<file path="config.mk">
export PLATFORM = sky130hd
export DESIGN_NAME = bgr_draw_seq
export DESIGN_NICKNAME = d
export VERILOG_FILES = /design/src/rtl/bgr_pkg.sv /design/src/rtl/bgr_rect_clip.sv /design/src/rtl/bgr_draw_seq.sv
export SDC_FILE = /design/constraint.sdc
export NUM_CORES = 1
export LEC_CHECK = 0
export BUFFER_PORTS_ARGS = -buffer_cell sky130_fd_sc_hd__buf_2
export CORE_MARGIN = 8
export CORE_UTILIZATION = 45
export CTS_BUF_LIST = sky130_fd_sc_hd__clkbuf_2 sky130_fd_sc_hd__clkbuf_4 sky130_fd_sc_hd__clkbuf_8
export DETAILED_ROUTE_END_ITERATION = 8
export PLACE_DENSITY = 0.66
export SYNTH_ARGS = -nofsm -noshare
export SYNTH_HDL_FRONTEND = slang
export SYNTH_SLANG_ARGS = --single-unit
</file>
<file path="constraint.sdc">
create_clock -name clock -period 23.2 [get_ports clock]
set_clock_uncertainty 0.05 [all_clocks]
set_input_delay 1.16 -clock clock [delete_from_list [all_inputs] [get_ports clock]]
set_output_delay 1.16 -clock clock [all_outputs]
set_load 0.02 [all_outputs]
</file>
<file path="src/rtl/bgr_pkg.sv">
// Shared types and constants for the bitmap glyph rasterizer.
package bgr_pkg;

   localparam int ROW_W     = 3;   // row index bits, eight rows per glyph
   localparam int CELL_COLS = 8;   // columns in a character cell
   localparam int SCALE_MAX = 64;

   // item function codes
   localparam logic [1:0] FUNC_LOAD      = 2'd0;
   localparam logic [1:0] FUNC_DRAW      = 2'd1;
   localparam logic [1:0] FUNC_DRAW_CLIP = 2'd2;

   // configuration register indexes
   localparam logic CSR_GLYPH_WIDTH = 1'b0;
   localparam logic CSR_ROW_SHIFT   = 1'b1;

   localparam logic [3:0] GLYPH_WIDTH_RESET = 4'd8;

   typedef enum logic [3:0] {
      ST_IDLE = 4'b0001,
      ST_READ = 4'b0010,
      ST_SCAN = 4'b0100,
      ST_DONE = 4'b1000
   } bgr_state_type;

   // horizontal clip request for one glyph dot
   typedef struct packed {
      logic               clipped;
      logic signed [17:0] px;
      logic [6:0]         scale;
      logic signed [15:0] min_x;
      logic signed [15:0] max_x;
      logic               y_ok;
   } bgr_xreq_type;

   // clamped horizontal span of one dot
   typedef struct packed {
      logic               ok;
      logic signed [16:0] x;
      logic [6:0]         w;
   } bgr_xspan_type;

endpackage

</file>
<file path="src/rtl/bgr_rect_clip.sv">
// Horizontal clamp of one glyph dot against the clip rectangle.
module bgr_rect_clip import bgr_pkg::*; (
   input  bgr_xreq_type  xreq,
   output bgr_xspan_type xspan
);

   logic signed [17:0] scale_s;
   logic signed [17:0] px_end;
   logic signed [17:0] min_x;
   logic signed [17:0] max_x;
   logic signed [17:0] x1;
   logic signed [17:0] x2;
   logic signed [17:0] span;

   always_comb begin
      scale_s = $signed({11'd0, xreq.scale});
      px_end  = xreq.px + scale_s;
      min_x   = 18'(xreq.min_x);
      max_x   = 18'(xreq.max_x);
      x1      = (xreq.px > min_x) ? xreq.px : min_x;
      x2      = (px_end < max_x) ? px_end : max_x;
      span    = x2 - x1;
      if (xreq.clipped) begin
         xspan.ok = (x2 > x1) && xreq.y_ok;
         xspan.x  = 17'(x1);
         xspan.w  = 7'(span);
      end else begin
         xspan.ok = 1'b1;
         xspan.x  = 17'(xreq.px);
         xspan.w  = xreq.scale;
      end
   end

endmodule

</file>
<file path="src/rtl/bgr_draw_seq.sv">
// Item sequencer: loads, row reads, column scan, result hold and output register.
module bgr_draw_seq import bgr_pkg::*; #(
   parameter int GLYPH_COUNT = 256
) (
   input  logic                                 clock,
   input  logic                                 reset,
   input  logic                                 req_valid,
   output logic                                 req_ready,
   input  logic [1:0]                           req_func,
   input  logic [7:0]                           req_char_code,
   input  logic [2:0]                           req_row_index,
   input  logic [7:0]                           req_row_bits,
   input  logic signed [15:0]                   req_origin_x,
   input  logic signed [15:0]                   req_origin_y,
   input  logic [6:0]                           req_scale,
   input  logic [31:0]                          req_colour,
   input  logic signed [15:0]                   req_clip_min_x,
   input  logic signed [15:0]                   req_clip_min_y,
   input  logic signed [15:0]                   req_clip_max_x,
   input  logic signed [15:0]                   req_clip_max_y,
   output logic                                 rsp_valid,
   input  logic                                 rsp_ready,
   output logic signed [16:0]                   rsp_rect_x,
   output logic signed [16:0]                   rsp_rect_y,
   output logic [6:0]                           rsp_rect_w,
   output logic [6:0]                           rsp_rect_h,
   output logic [31:0]                          rsp_rect_colour,
   output logic                                 rsp_empty_res,
   output logic                                 rsp_last,
   input  logic [3:0]                           glyph_width,
   input  logic [2:0]                           row_shift,
   input  logic                                 mem_busy,
   output logic                                 mem_wr_en,
   output logic [$clog2(GLYPH_COUNT)+ROW_W-1:0] mem_wr_addr,
   output logic [7:0]                           mem_wr_data,
   output logic                                 mem_rd_en,
   output logic [$clog2(GLYPH_COUNT)+ROW_W-1:0] mem_rd_addr,
   input  logic [7:0]                           mem_rd_data
);

   localparam int CODE_W = $clog2(GLYPH_COUNT);

   bgr_state_type      state_ff, state_in;
   logic               clipped_ff, clipped_in;
   logic               blank_ff, blank_in;
   logic [CODE_W-1:0]  code_ff, code_in;
   logic [2:0]         row_ff, row_in;
   logic [2:0]         col_ff, col_in;
   logic [2:0]         col_lo_ff, col_lo_in;
   logic [3:0]         col_hi_ff, col_hi_in;
   logic [6:0]         scale_ff, scale_in;
   logic signed [15:0] ox_ff, ox_in;
   logic signed [17:0] px_ff, px_in;
   logic signed [17:0] py_ff, py_in;
   logic [31:0]        colour_ff, colour_in;
   logic signed [15:0] min_x_ff, min_x_in;
   logic signed [15:0] min_y_ff, min_y_in;
   logic signed [15:0] max_x_ff, max_x_in;
   logic signed [15:0] max_y_ff, max_y_in;
   logic signed [16:0] y_ff, y_in;
   logic [6:0]         h_ff, h_in;
   logic               y_ok_ff, y_ok_in;
   logic               hold_v_ff, hold_v_in;
   logic signed [16:0] hold_x_ff, hold_x_in;
   logic signed [16:0] hold_y_ff, hold_y_in;
   logic [6:0]         hold_w_ff, hold_w_in;
   logic [6:0]         hold_h_ff, hold_h_in;
   logic               rsp_valid_ff, rsp_valid_in;
   logic signed [16:0] rsp_x_ff, rsp_x_in;
   logic signed [16:0] rsp_y_ff, rsp_y_in;
   logic [6:0]         rsp_w_ff, rsp_w_in;
   logic [6:0]         rsp_h_ff, rsp_h_in;
   logic [31:0]        rsp_colour_ff, rsp_colour_in;
   logic               rsp_empty_ff, rsp_empty_in;
   logic               rsp_last_ff, rsp_last_in;

   logic               accept;
   logic               code_ok;
   logic [3:0]         width_eff;
   logic [2:0]         col_off;
   logic [6:0]         scale_eff;
   logic signed [17:0] scale_s;
   logic signed [17:0] py_end;
   logic signed [17:0] y_lo;
   logic signed [17:0] y_hi;
   logic [7:0]         row_data;
   logic               dot;
   logic               in_col;
   logic               emit;
   logic               out_free;
   logic               stall;
   bgr_xreq_type       xreq;
   bgr_xspan_type      xspan;

   assign req_ready = (state_ff == ST_IDLE) && !mem_busy;
   assign accept    = req_valid && req_ready;
   assign code_ok   = 9'(req_char_code) < 9'(GLYPH_COUNT);

   // widths outside 1..8 use the full cell; the used columns sit centered
   assign width_eff = (glyph_width >= 4'd1 && glyph_width <= 4'(CELL_COLS)) ?
                      glyph_width : 4'(CELL_COLS);
   assign col_off   = 3'((4'(CELL_COLS) - width_eff) >> 1);
   assign scale_eff = (req_scale == 7'd0) ? 7'd1 :
                      (req_scale > 7'(SCALE_MAX)) ? 7'(SCALE_MAX) : req_scale;

   assign scale_s = $signed({11'd0, scale_ff});
   assign py_end  = py_ff + scale_s;
   assign y_lo    = (py_ff > 18'(min_y_ff)) ? py_ff : 18'(min_y_ff);
   assign y_hi    = (py_end < 18'(max_y_ff)) ? py_end : 18'(max_y_ff);

   assign row_data = blank_ff ? 8'd0 : (mem_rd_data << row_shift);
   assign dot      = row_data[3'd7 - col_ff];
   assign in_col   = (col_ff >= col_lo_ff) && ({1'b0, col_ff} < col_hi_ff);

   always_comb begin
      xreq.clipped = clipped_ff;
      xreq.px      = px_ff;
      xreq.scale   = scale_ff;
      xreq.min_x   = min_x_ff;
      xreq.max_x   = max_x_ff;
      xreq.y_ok    = y_ok_ff;
   end

   bgr_rect_clip u_clip (
      .xreq  (xreq),
      .xspan (xspan)
   );

   assign emit     = (state_ff == ST_SCAN) && dot && in_col && xspan.ok;
   assign out_free = !rsp_valid_ff || rsp_ready;
   // a new square can only park in the hold stage once the old one has moved on
   assign stall    = emit && hold_v_ff && !out_free;

   assign mem_wr_addr = {req_char_code[CODE_W-1:0], req_row_index};
   assign mem_wr_data = req_row_bits;
   assign mem_rd_addr = {code_ff, row_ff};

   always_comb begin
      state_in      = state_ff;
      clipped_in    = clipped_ff;
      blank_in      = blank_ff;
      code_in       = code_ff;
      row_in        = row_ff;
      col_in        = col_ff;
      col_lo_in     = col_lo_ff;
      col_hi_in     = col_hi_ff;
      scale_in      = scale_ff;
      ox_in         = ox_ff;
      px_in         = px_ff;
      py_in         = py_ff;
      colour_in     = colour_ff;
      min_x_in      = min_x_ff;
      min_y_in      = min_y_ff;
      max_x_in      = max_x_ff;
      max_y_in      = max_y_ff;
      y_in          = y_ff;
      h_in          = h_ff;
      y_ok_in       = y_ok_ff;
      hold_v_in     = hold_v_ff;
      hold_x_in     = hold_x_ff;
      hold_y_in     = hold_y_ff;
      hold_w_in     = hold_w_ff;
      hold_h_in     = hold_h_ff;
      rsp_valid_in  = rsp_valid_ff && !rsp_ready;
      rsp_x_in      = rsp_x_ff;
      rsp_y_in      = rsp_y_ff;
      rsp_w_in      = rsp_w_ff;
      rsp_h_in      = rsp_h_ff;
      rsp_colour_in = rsp_colour_ff;
      rsp_empty_in  = rsp_empty_ff;
      rsp_last_in   = rsp_last_ff;
      mem_wr_en     = 1'b0;
      mem_rd_en     = 1'b0;

      unique case (state_ff)
         ST_IDLE: begin
            if (accept) begin
               unique case (req_func)
                  FUNC_LOAD: begin
                     mem_wr_en = code_ok;
                  end
                  FUNC_DRAW, FUNC_DRAW_CLIP: begin
                     state_in   = ST_READ;
                     clipped_in = (req_func == FUNC_DRAW_CLIP);
                     blank_in   = !code_ok;
                     code_in    = req_char_code[CODE_W-1:0];
                     row_in     = '0;
                     col_lo_in  = col_off;
                     col_hi_in  = {1'b0, col_off} + width_eff;
                     scale_in   = scale_eff;
                     ox_in      = req_origin_x;
                     py_in      = 18'(req_origin_y);
                     colour_in  = req_colour;
                     min_x_in   = req_clip_min_x;
                     min_y_in   = req_clip_min_y;
                     max_x_in   = req_clip_max_x;
                     max_y_in   = req_clip_max_y;
                     hold_v_in  = 1'b0;
                  end
                  default: begin
                  end
               endcase
            end
         end
         ST_READ: begin
            // row fetch; the vertical clamp is settled once per row here
            mem_rd_en = 1'b1;
            px_in     = 18'(ox_ff);
            col_in    = '0;
            state_in  = ST_SCAN;
            if (clipped_ff) begin
               y_in    = 17'(y_lo);
               h_in    = 7'(y_hi - y_lo);
               y_ok_in = y_hi > y_lo;
            end else begin
               y_in    = 17'(py_ff);
               h_in    = scale_ff;
               y_ok_in = 1'b1;
            end
         end
         ST_SCAN: begin
            if (!stall) begin
               if (emit) begin
                  hold_v_in = 1'b1;
                  hold_x_in = xspan.x;
                  hold_y_in = y_ff;
                  hold_w_in = xspan.w;
                  hold_h_in = h_ff;
                  if (hold_v_ff) begin
                     rsp_valid_in  = 1'b1;
                     rsp_x_in      = hold_x_ff;
                     rsp_y_in      = hold_y_ff;
                     rsp_w_in      = hold_w_ff;
                     rsp_h_in      = hold_h_ff;
                     rsp_colour_in = colour_ff;
                     rsp_empty_in  = 1'b0;
                     rsp_last_in   = 1'b0;
                  end
               end
               col_in = col_ff + 1'b1;
               px_in  = px_ff + scale_s;
               if (col_ff == 3'd7) begin
                  row_in   = row_ff + 1'b1;
                  py_in    = py_end;
                  state_in = (row_ff == 3'd7) ? ST_DONE : ST_READ;
               end
            end
         end
         ST_DONE: begin
            if (out_free) begin
               rsp_valid_in = 1'b1;
               rsp_last_in  = 1'b1;
               hold_v_in    = 1'b0;
               state_in     = ST_IDLE;
               if (hold_v_ff) begin
                  rsp_x_in      = hold_x_ff;
                  rsp_y_in      = hold_y_ff;
                  rsp_w_in      = hold_w_ff;
                  rsp_h_in      = hold_h_ff;
                  rsp_colour_in = colour_ff;
                  rsp_empty_in  = 1'b0;
               end else begin
                  rsp_x_in      = '0;
                  rsp_y_in      = '0;
                  rsp_w_in      = '0;
                  rsp_h_in      = '0;
                  rsp_colour_in = '0;
                  rsp_empty_in  = 1'b1;
               end
            end
         end
         default: begin
            state_in = ST_IDLE;
         end
      endcase
   end

   always_ff @(posedge clock) begin
      if (reset) begin
         state_ff     <= ST_IDLE;
         hold_v_ff    <= 1'b0;
         rsp_valid_ff <= 1'b0;
      end else begin
         state_ff     <= state_in;
         hold_v_ff    <= hold_v_in;
         rsp_valid_ff <= rsp_valid_in;
      end
   end

   always_ff @(posedge clock) begin
      clipped_ff    <= clipped_in;
      blank_ff      <= blank_in;
      code_ff       <= code_in;
      row_ff        <= row_in;
      col_ff        <= col_in;
      col_lo_ff     <= col_lo_in;
      col_hi_ff     <= col_hi_in;
      scale_ff      <= scale_in;
      ox_ff         <= ox_in;
      px_ff         <= px_in;
      py_ff         <= py_in;
      colour_ff     <= colour_in;
      min_x_ff      <= min_x_in;
      min_y_ff      <= min_y_in;
      max_x_ff      <= max_x_in;
      max_y_ff      <= max_y_in;
      y_ff          <= y_in;
      h_ff          <= h_in;
      y_ok_ff       <= y_ok_in;
      hold_x_ff     <= hold_x_in;
      hold_y_ff     <= hold_y_in;
      hold_w_ff     <= hold_w_in;
      hold_h_ff     <= hold_h_in;
      rsp_x_ff      <= rsp_x_in;
      rsp_y_ff      <= rsp_y_in;
      rsp_w_ff      <= rsp_w_in;
      rsp_h_ff      <= rsp_h_in;
      rsp_colour_ff <= rsp_colour_in;
      rsp_empty_ff  <= rsp_empty_in;
      rsp_last_ff   <= rsp_last_in;
   end

   assign rsp_valid       = rsp_valid_ff;
   assign rsp_rect_x      = rsp_x_ff;
   assign rsp_rect_y      = rsp_y_ff;
   assign rsp_rect_w      = rsp_w_ff;
   assign rsp_rect_h      = rsp_h_ff;
   assign rsp_rect_colour = rsp_colour_ff;
   assign rsp_empty_res   = rsp_empty_ff;
   assign rsp_last        = rsp_last_ff;

endmodule

</file>
# Yosys cells after proc, flatten, opt, wreduce, memory -nomap -nowiden
# Cells that the tools add are included.
dict set report totals {
  register_bits 338
  input_bits 176
  output_inout_bits 116
  wordCells 187
}
dict set report classes {
  add_sub_neg 9
  order_cmp 12
  n_eq_ne 15
  shift 1
  muxes 85
  n_bitwise 1
  reduce_logical 31
}
# op n
set op_table {}
lappend op_table {{two-way mux 17 bit} 11}
lappend op_table {{two-way mux 18 bit} 9}
lappend op_table {{two-way mux 32 bit} 5}
lappend op_table {{two-way mux 7 bit} 12}
lappend op_table {{one-hot mux 18 bit (2 select lines)} 2}
lappend op_table {{one-hot mux 17 bit (2 select lines)} 2}
lappend op_table {{one-hot mux 32 bit (2 select lines)} 1}
lappend op_table {{adder 18 x 8 -> 18 bit} 2}
lappend op_table {{greater-than comparator 18 x 16 -> 1 bit} 2}
lappend op_table {{greater-than comparator 18 bit} 2}
lappend op_table {{less-than comparator 18 x 16 -> 1 bit} 2}
lappend op_table {{two-way mux 4 bit} 7}
lappend op_table {{one-hot mux 7 bit (2 select lines)} 2}
lappend op_table {{two-way mux 25 bit} 1}
lappend op_table {{two-way mux 1 bit} 20}
lappend op_table {{one-hot mux 4 bit (4 select lines)} 1}
lappend op_table {{two-way mux 3 bit} 5}
lappend op_table {{AND reduction 5 bit} 3}
lappend op_table {{subtractor 7 bit} 2}
lappend op_table {{one-hot mux 3 bit (2 select lines)} 2}
lappend op_table {{logical AND 1 bit} 11}
lappend op_table {{inequality test 2 bit (second input constant)} 5}
lappend op_table {{<< shifter 8 x 3 -> 8 bit} 1}
lappend op_table {{greater-than comparator 7 bit (second input constant)} 1}
lappend op_table {{other kinds (31)} 43}

# Depth between registers and ports, before layout
# Gate-level depths: netlist of the first run.
dict set report logic_depth {
  depth_word 11
  mapped_depth 27
  depth_no_buf 26
}

# Modules after synthesis
# A second synthesis of the first run with hierarchy kept.
dict set report hier_totals {
  cells_unflattened 1429
  area_unflattened_um2 18046.1
}
# module n_inst cells_each area_each_um2 seq_area_each_um2
set modules_own_cells {}
lappend modules_own_cells {bgr_draw_seq 1 1057 15184.6 10089.7}
lappend modules_own_cells {bgr_rect_clip 1 372 2861.5 0.0}

# Worst setup path before layout of the first run
# OpenSTA, ideal clock, no wires.
dict set report synth_path {
  path_kind {flip-flop to flip-flop}
  start {register scale_ff[1]}
  end {register rsp_empty_ff (netlist: rsp_empty_res) (enable)}
  setup_time_ns 0.644
  t_arrival_ns 11.375
  t_required_ns 22.506
  slack_ns 11.131
  stages_incl_launch_ff 25
  n_path_buf 1
  synth_period_minus_slack_ns 12.069
  cell_sequence {edfxtp_1 ha_1 a21o_1 a21oi_1 o21bai_1 a21boi_0 nor2_1 xor2_1 ha_1 a21o_1 a21oi_1 o21ai_0 o21a_1 o21ai_0 a41oi_4 buf_6 mux2_2 ha_1 and4_4 nand4_2 or3b_1 and3_2 o31ai_2 nand2_1 a211oi_1}
}
dict set report synth_between {
  elab_chain_cells 11
  word_cells_on_any_way 12
  cone_classes {1 x add/sub; 2 x order compare; 2 x eq/ne; 2 x mux; 5 x reduce/logical}
}
# element line
set synth_rtl {}
lappend synth_rtl {{from (decl)} bgr_draw_seq.sv:51} ;# logic [6:0] scale_ff, scale_in;
lappend synth_rtl {{from (signal assigned)} bgr_draw_seq.sv:298} ;# scale_ff <= scale_in;
lappend synth_rtl {{adder 18 x 8 -> 18 bit (*)} bgr_rect_clip.sv:17} ;# px_end = xreq.px + scale_s;
lappend synth_rtl {{less-than comparator 18 x 16 -> 1 bit} bgr_rect_clip.sv:21} ;# x2 = (px_end < max_x) ? px_end : max_x;
lappend synth_rtl {{two-way mux 18 bit (*)} bgr_rect_clip.sv:21}
lappend synth_rtl {{greater-than comparator 18 bit (*)} bgr_rect_clip.sv:24} ;# xspan.ok = (x2 > x1) && xreq.y_ok;
lappend synth_rtl {{logical AND 1 bit (*)} bgr_rect_clip.sv:24}
lappend synth_rtl {{two-way mux 25 bit (*)} bgr_rect_clip.sv:23} ;# if (xreq.clipped) begin
lappend synth_rtl {{logical AND 1 bit (*)} bgr_draw_seq.sv:129} ;# assign emit = (state_ff == ST_SCAN) && dot && in_col && xspan.ok;
lappend synth_rtl {{logical AND 1 bit (2 in a row)} bgr_draw_seq.sv:132} ;# assign stall = emit && hold_v_ff && !out_free;
lappend synth_rtl {{inequality test 2 bit (no source line)} --}
lappend synth_rtl {{AND reduction 5 bit (no source line) (*)} --}
lappend synth_rtl {{to (signal assigned)} bgr_draw_seq.sv:319} ;# rsp_empty_ff <= rsp_empty_in;
lappend synth_rtl {{to (decl)} bgr_draw_seq.sv:74} ;# logic rsp_empty_ff, rsp_empty_in;
# Mark *: on every way between the ends. The rest lies on a longest branch, timed or not.
# A chain may end at the register's enable or synchronous reset.

# Worst setup path after layout of the first run
dict set report layout_path {
  start {register scale_ff[1]}
  end {register rsp_y_ff[15] (netlist: rsp_rect_y[15]) (enable)}
}
dict set report layout_between {
  elab_chain_cells 11
  word_cells_on_any_way 12
  cone_classes {1 x add/sub; 2 x order compare; 2 x eq/ne; 2 x mux; 5 x reduce/logical}
}
# element line
set layout_rtl {}
lappend layout_rtl {{adder 18 x 8 -> 18 bit (*)} bgr_rect_clip.sv:17}
lappend layout_rtl {{less-than comparator 18 x 16 -> 1 bit} bgr_rect_clip.sv:21}
lappend layout_rtl {{two-way mux 18 bit (*)} bgr_rect_clip.sv:21}
lappend layout_rtl {{greater-than comparator 18 bit (*)} bgr_rect_clip.sv:24}
lappend layout_rtl {{logical AND 1 bit (*)} bgr_rect_clip.sv:24}
lappend layout_rtl {{two-way mux 25 bit (*)} bgr_rect_clip.sv:23}
lappend layout_rtl {{logical AND 1 bit (*)} bgr_draw_seq.sv:129}
lappend layout_rtl {{logical AND 1 bit (2 in a row)} bgr_draw_seq.sv:132}
lappend layout_rtl {{inequality test 2 bit (no source line)} --}
lappend layout_rtl {{AND reduction 5 bit (no source line) (*)} --}
lappend layout_rtl {{to (signal assigned)} bgr_draw_seq.sv:315} ;# rsp_y_ff <= rsp_y_in;
lappend layout_rtl {{to (decl)} bgr_draw_seq.sv:70} ;# logic signed [16:0] rsp_y_ff, rsp_y_in;
# Marks and branches as above.

==> flow_summary.yaml, run 1 <==
sta:
  setup-tns-final_ns: 0
  final-hold-violation-count: 0
  period_needed_ns: 8.157
  finalWorstSetupSlack_ns: 15.04
  drv_slew: 0
  slew_headroom_pct: 22.59
  rsz0062_at_grt: "no"
  fmax_mhz: 122.6
  finalSetupViolCount: 0
  min_period_over_period_pct: 35.16
  worst_slew_pin_slew_ns: 1.156
drt:
  top_layer: "met5"
  dr.pass1.iters: 4
  drt_iter0_markers: 640
  routed_wl_mm: 40.65
  ant_nets: 0
  wire_per_inst_um: 19.09
  via_per_inst: 5.091
  met2_length_mm: 16.95
  drc: 0
  route.met3.wl_mm: 2.986
  vias: 10839
  wl_met1_mm: 19.71
place:
  routabilityCongestion: 0.8140
  place_area_um2: 19080
  place.port_buffers: 269
  hpwl_mm: 30.55
  dp_slack_ns: 14.95
cts:
  cts_setup_buffers: 0
  htreeDepth: 2
  numClockSinks: 338
  numCtsBuffers: 58
  clockBufferDepth: 3
  ctsResizeCount: 0
  clk_pin_slew_ns: 0.06
  cts-hold-fix-buffers: 0
  root_buffer: "clkbuf_8"
  clk-insertion-delay-late_ns: 0.64
  cts_tree: "done"
setup_path:
  worst_setup_path_end_kind: "register"
  reg2reg_from: "scale_ff[1]$_SDFFCE_PP0P_"
  required_ns: 23.40
  crit_fanout: 82
  cp.buffers_inverters: 1
  worstSetupStartpoint: "scale_ff[1]$_SDFFCE_PP0P_"
  crit_slowest_cell: "buf_4"
  setup.worst_path.class: "register to register"
  cpPeakStageDelay_ns: 0.81
  start_kind: "register"
  arrival_ns: 8.35
  crit_top_cell: "ha_1"
  path_delay_family: "compound AO/OA/AOI/OAI gates"
  cp_cell_sequence: "ha_1, a21o_1, a21oi_1, o21bai_1, a21boi_0, nor4b_1, xor2_1, ha_1, nand4_1, nor4_1, o211ai_1, a41oi_4, mux2_2, ha_1, and4_4, nand4_2, or3b_1, and3_2, o31ai_2, nand2_1, a211oi_4, buf_4"
synth:
  syn_area_um2: 17250
  ys_seq_area_share_pct: 58.48
  synth_top_flop_cell: "edfxtp_1"
  synthMuxAreaShare_pct: 7.390
  synth-edff-count: 332
  synthSimpleGateAreaFrac_pct: 10.12
  ys_ff_latch: 338
  syn-mean-instance-area_um2: 13.47
  synth-compound-area-share_pct: 7.774
  synthAdderAreaFrac_pct: 10.25
  ys_warn_count: 0
  netlist_instances: 1281
  synth_top_family_by_area: "adder cells"
  async_flop_share_pct: 0
  ys_types: 73
  synthXorXnorAreaFrac_pct: 2.335
finish:
  fin_area_um2: 20210
  layout-drive-gt1-share_pct: 28.51
  nets: 1885
  area_growth_syn_to_layout_pct: 17.14
  seqCellArea_um2: 10090
  multi_input_area_um2: 6593
  nFillCells: 3257
pwr:
  power.share.sequential_pct: 48.6
  p_per_area_nw_per_um2: 73.64
  vdd_drop_max_v: 0.00004057
  switching_share_pct: 26.89
  intPower_mw: 1.088
  p_switching_mw: 0.4003
  combPwrFrac_pct: 16.4
  leakagePower_nw: 8.316
  pwr-share-clk_pct: 35.0
grt:
  grt_remaining_overflow: 0
  grt_use_total_pct: 17.76
  grt_antenna_before_repair: 2
  grt_pass1_wl_mm: 61.98
  grt_max_degree: 83
  grt_pass1_vias: 11123
die:
  fp.dieH_um: 211.8
  num_rows: 71
  initial_core_util_pct: 45.70
  core_area_um2: 37760
  die_area_um2: 44860
  io_pins: 292
  fp.dieW_um: 211.8
run_status:
  status: "completed"
worst_hold_path:
  worstHoldStart: "y_ff[3]$_DFFE_PP_"
  hold_class: "register to register"
run:
  cap_violations: 0
==> state kept, by name, summed over array words and instances, names as in the netlist, 8 cells and up <==
signal / count
code_ff: 8
colour_ff: 32
hold_x_ff: 17
hold_y_ff: 17
max_x_ff: 16
max_y_ff: 16
min_x_ff: 16
min_y_ff: 16
ox_ff: 16
px_ff: 18
py_ff: 18
rsp_rect_colour: 32
rsp_rect_x: 17
rsp_rect_y: 17
y_ff: 17
==> power groups by stage <==
stage / Combinational, mW / Sequential (mW) / Clock [mW]
after floorplan: 0.176 / 0.732 / 0
after global placement: 0.241 / 0.735 / 0
after detailed placement: 0.244 / 0.736 / 0
after CTS: 0.246 / 0.723 / 0.541
after global routing: 0.272 / 0.726 / 0.563
final: 0.244 / 0.723 / 0.521
==> routing by layer <==
| metal | up-vias | track usage (%) |
|---|---|---|
| met5 | - | 0 |
| met4 | 4 | 6.231 |
| met3 | 75 | 4.688 |
| met2 | 353 | 25.87 |
| met1 | 5068 | 25.28 |
| li1 | 5339 | - |
==> Yosys cell counts, drive strengths merged, types with 7 or more instances <==
library cell,instances,area (µm²)
a211oi,7,52.55
a21o,44,330.3
a21oi,45,225.2
a221o,15,150.1
and4,7,63.81
buf,32,224.0
clkbuf,22,82.58
edfxtp,332,9970
ha,135,1689
inv,85,319.1
mux2,75,844.6
mux2i,43,430.4
nand2,86,325.3
nand2b,11,68.82
nand3,11,55.05
nand4,20,131.4
nor2,26,97.59
nor2b,110,688.2
nor3,7,35.03
nor4b,8,70.07
o21a,11,82.58
o21ai,26,130.1
xnor2,29,254.0
xor2,17,148.9
==> area by class of cell <==
cell class                 instances  area share (%)
clock inverter                    37           1.164
antenna                            1         0.01238
inverter                          85           1.579
multi-input combinational        805           32.62
sequential                       338           49.92
tap                              511           3.164
clock buffer                      70           4.395
timing repair buffer             282           7.144
==> per-stage QoR <==
stage	total power, mW	hold WS, ns	utilization [%]	cells
after floorplan	0.9077	0.3503	-	1282
after global placement	0.9757	0.3530	50.55	2021
after detailed placement	0.9795	0.3545	50.55	2021
after CTS	1.510	0.3681	53.52	2128
after global routing	1.561	0.3716	53.52	2128
final	1.488	0.3663	53.53	2129
==> cell families (layout without fill, tap and decap cells) <==
group | Yosys count | count (layout)
AOI/OAI and AO/OA | 185 | 185
adders and majority gates | 139 | 139
DFF | 338 | 338
xor gates and xnor gates | 46 | 46
and+or+nand+nor | 315 | 315
muxes | 118 | 118
buffers and inverters | 139 | 474
other | 1 | 3
==> layout by cell type, fill, tap and decap left out, drive strengths merged, types with 5 or more instances in the layout <==
cell     count
edfxtp     332
buf        282
ha         135
nor2b      110
inv         86
nand2       86
mux2        75
clkbuf      70
a21oi       45
a21o        44
mux2i       43
clkinv      32
xnor2       29
nor2        26
o21ai       26
nand4       20
xor2        17
a221o       15
o21a        11
nand3       11
nand2b      11
nor4b        8
nor3         7
and4         7
a211oi       7
nand3b       6
dfxtp        6
and3         6
and2         6
a2111oi      5
==> path summary, 6_finish.rpt <==
kind                                            endpoint  slack (ns)  cells past startpoint
worst max-delay path            rsp_rect_y[15]$_DFFE_PP_       15.04                     22
worst min-delay path              hold_y_ff[3]$_DFFE_PP_        0.37                      0
worst max register to register  rsp_rect_y[15]$_DFFE_PP_       15.04                     22
worst min register to register    hold_y_ff[3]$_DFFE_PP_        0.37                      0
Power figures use the tool's default switching activity.
==> inputs of run 2 (changes only) <==
--- a/config.mk
+++ b/config.mk
@@ -10,7 +10,7 @@
 export CORE_UTILIZATION = 45
 export CTS_BUF_LIST = sky130_fd_sc_hd__clkbuf_2 sky130_fd_sc_hd__clkbuf_4 sky130_fd_sc_hd__clkbuf_8
 export DETAILED_ROUTE_END_ITERATION = 8
-export PLACE_DENSITY = 0.66
+export PLACE_DENSITY = 0.69
 export SYNTH_ARGS = -nofsm -noshare
 export SYNTH_HDL_FRONTEND = slang
 export SYNTH_SLANG_ARGS = --single-unit
==> constraint.sdc (replaced) <==
create_clock -name clock -period 6.6 [get_ports clock]
set_clock_uncertainty 0.05 [all_clocks]
set_input_delay 0.33 -clock clock [delete_from_list [all_inputs] [get_ports clock]]
set_output_delay 0.33 -clock clock [all_outputs]
set_load 0.02 [all_outputs]
==> run 2 against run 1 <==
Effect of this change: sequential share of layout area is 4.7 points lower; wire length up 7.8%; critical path type unchanged; setup slack lost 15 ns.
==> flow_summary.yaml, run 2 (synthesis gave the netlist of run 1 again) <==
drt:
  drc: 0
  vias: 11793
  dr.pass1.iters: 6
  via_per_inst: 5.116
  ant_nets: 0
  drt_iter0_markers: 721
  routed_wl_mm: 43.80
  wire_per_inst_um: 19.00
setup_path:
  r2r-end: "hold_x_ff[10]$_DFFE_PP_"
  arrival_ns: 6.63
  ff2ff_setup_slack_ns: 0.26
  reg2regPathDepth: 26
  setup.worst_path.class: "register to register"
  start_kind: "register"
  crit_fanout: 24
  required_ns: 6.89
  worst_setup_path_end_kind: "register"
  reg2reg_from: "scale_ff[5]$_SDFFCE_PP0P_"
finish:
  layout-drive-gt1-share_pct: 29.06
  nets: 2065
  nFillCells: 2995
  layout_common_cells: "edfxtp_1, buf_2, dlygate4sd3_1"
  area_growth_syn_to_layout_pct: 29.33
  mostFrequentLayoutCell: "edfxtp_1"
sta:
  finalSetupViolCount: 0
  finalWorstSetupSlack_ns: 0.2580
  rsz0062_at_grt: "no"
  final-hold-violation-count: 0
  worst_slew_pin_slew_ns: 1.011
  drv_slew: 0
  period_needed_ns: 6.342
  slew_headroom_pct: 32.57
  fmax_mhz: 157.7
  setup-tns-final_ns: 0
  min_period_over_period_pct: 96.09
grt:
  busiest_layer: "met2"
  grt_pass1_wl_mm: 67.88
  gr-usage-met2_pct: 29.21
  grt_max_degree: 136
  grt.met1_usage_pct: 27.68
  grt_antenna_before_repair: 1
  grt_pass1_vias: 12107
  grt_util_met3_pct: 3.904
  grt_use_total_pct: 19.27
  grt_remaining_overflow: 0
cts:
  clockBufferDepth: 3
  clk-insertion-delay-late_ns: 0.65
  numCtsBuffers: 58
  cts_tree: "done"
  numClockSinks: 338
  clk_pin_slew_ns: 0.06
  root_buffer: "clkbuf_8"
  htreeDepth: 2
pwr:
  p_per_area_nw_per_um2: 249.7
  vdd_drop_max_v: 0.0001643
  leakagePower_nw: 9.222
worst_hold_path:
  hold_class: "input pin to register"
  hold_path_depth: 3
  worstHoldStart: "req_func[0]"
  min_to: "clipped_ff$_DFFE_PP_"
die:
  initial_core_util_pct: 45.70
  io_pins: 292
  num_rows: 71
  die_area_um2: 44860
  core_area_um2: 37760
  fp.dieH_um: 211.8
  fp.dieW_um: 211.8
place:
  hpwl_mm: 31.40
  routabilityCongestion: 0.8916
  dp_slack_ns: 0.02532
  place.port_buffers: 269
run_status:
  status: "completed"
run:
  cap_violations: 0
==> run 2: cell types whose count changed in the layout (fill, tap and decap cells not counted), sizes merged, moves of 2 or more <==
| cell | delta |
|---|---|
| clkbuf | +15 |
| buf | +36 |
| bufinv | +3 |
| clkinvlp | -2 |
| dlygate4sd3 | +142 |
| clkinv | -17 |
==> run 2: power breakdown <==
part           internal (mW)  switching (mW)  leakage (nW)
sequential              2.47          0.0638          3.07
combinational          0.476           0.522          5.50
clock                   1.18           0.852         0.657
total                   4.13            1.44          9.22
==> run 2: worst max-delay path by stage <==
stage,cells after the start,end,slack [ns],startpoint
3_3_place_gp,24,py_ff[9]$_DFFE_PP_,0.25,px_ff[0]$_DFFE_PP_
6_report,26,hold_x_ff[10]$_DFFE_PP_,0.26,scale_ff[5]$_SDFFCE_PP0P_
2_1_floorplan,24,rsp_empty_res$_SDFFCE_PN0P_,-1.04,scale_ff[0]$_SDFFCE_PP1P_
4_1_cts,23,py_ff[9]$_DFFE_PP_,0.03,px_ff[0]$_DFFE_PP_
5_1_grt,26,y_ok_ff$_SDFFCE_PN1P_,0.008,scale_ff[0]$_SDFFCE_PP1P_
3_5_place_dp,23,py_ff[11]$_DFFE_PP_,0.03,px_ff[0]$_DFFE_PP_
==> run 2: cell type report <==
| class | instances | area, µm² | share of cell area, % |
|---|---|---|---|
| sequential | 338 | 10090 | 45.22 |
| multi-input combinational | 805 | 6724 | 30.14 |
| timing repair buffer | 462 | 3286 | 14.73 |
| clock buffer | 83 | 1017 | 4.559 |
| tap | 511 | 639.4 | 2.865 |
| inverter | 85 | 319.1 | 1.430 |
| clock inverter | 20 | 235.2 | 1.054 |
| antenna | 1 | 2.502 | 0.01122 |
==> run 2: timing repair <==
item | CTS | global route
hold buffers | 142 | 0
endpoints found under the hold margin | 149 | 0
resized for setup | 0 | 7
endpoints found under the setup margin | 0 | 150
setup buffers | 0 | 2
==> run 2: routing by layer <==
layer | part of all wire, % | routed length (µm)
met5 | 0 | 0
met4 | 2.3 | 1004
met3 | 6.8 | 2967
met2 | 44 | 19190
met1 | 47 | 20640
==> run 2: stage by stage <==
step / cells / hold WS (ns) / util [%] / instance area, µm² / power [mW]
after global routing: 2305 / 0.03338 / 59.10 / 22310 / 5.848
after global placement: 2055 / 0.3546 / 51.72 / 19530 / 3.482
final: 2305 / 0.07242 / 59.10 / 22310 / 5.570
after detailed placement: 2055 / 0.3545 / 51.72 / 19530 / 3.497
after floorplan: 1282 / 0.3489 / - / 17380 / 3.200
after CTS: 2300 / 0.01015 / 58.81 / 22200 / 5.638
==> run 2: critical path, stage by stage (launching register included) <==
cell       delay (ns)
edfxtp_1         0.45
ha_1             0.37
o21a_1           0.19
o2111a_1         0.26
nand3_1          0.18
nand2b_1         0.23
nor2_2           0.08
xor2_1           0.17
ha_1             0.31
nand2_1          0.08
nor4_1           0.31
o211ai_1         0.19
a41oi_4          0.20
buf_4            0.23
mux2_2           0.36
ha_1             0.30
and4_4           0.24
nand4_2          0.11
or3b_1           0.39
and3_4           0.17
o31ai_4          0.28
buf_4            0.16
nand2_2          0.07
buf_4            0.16
a21oi_4          0.13
buf_12           0.15
clkbuf_16        0.20
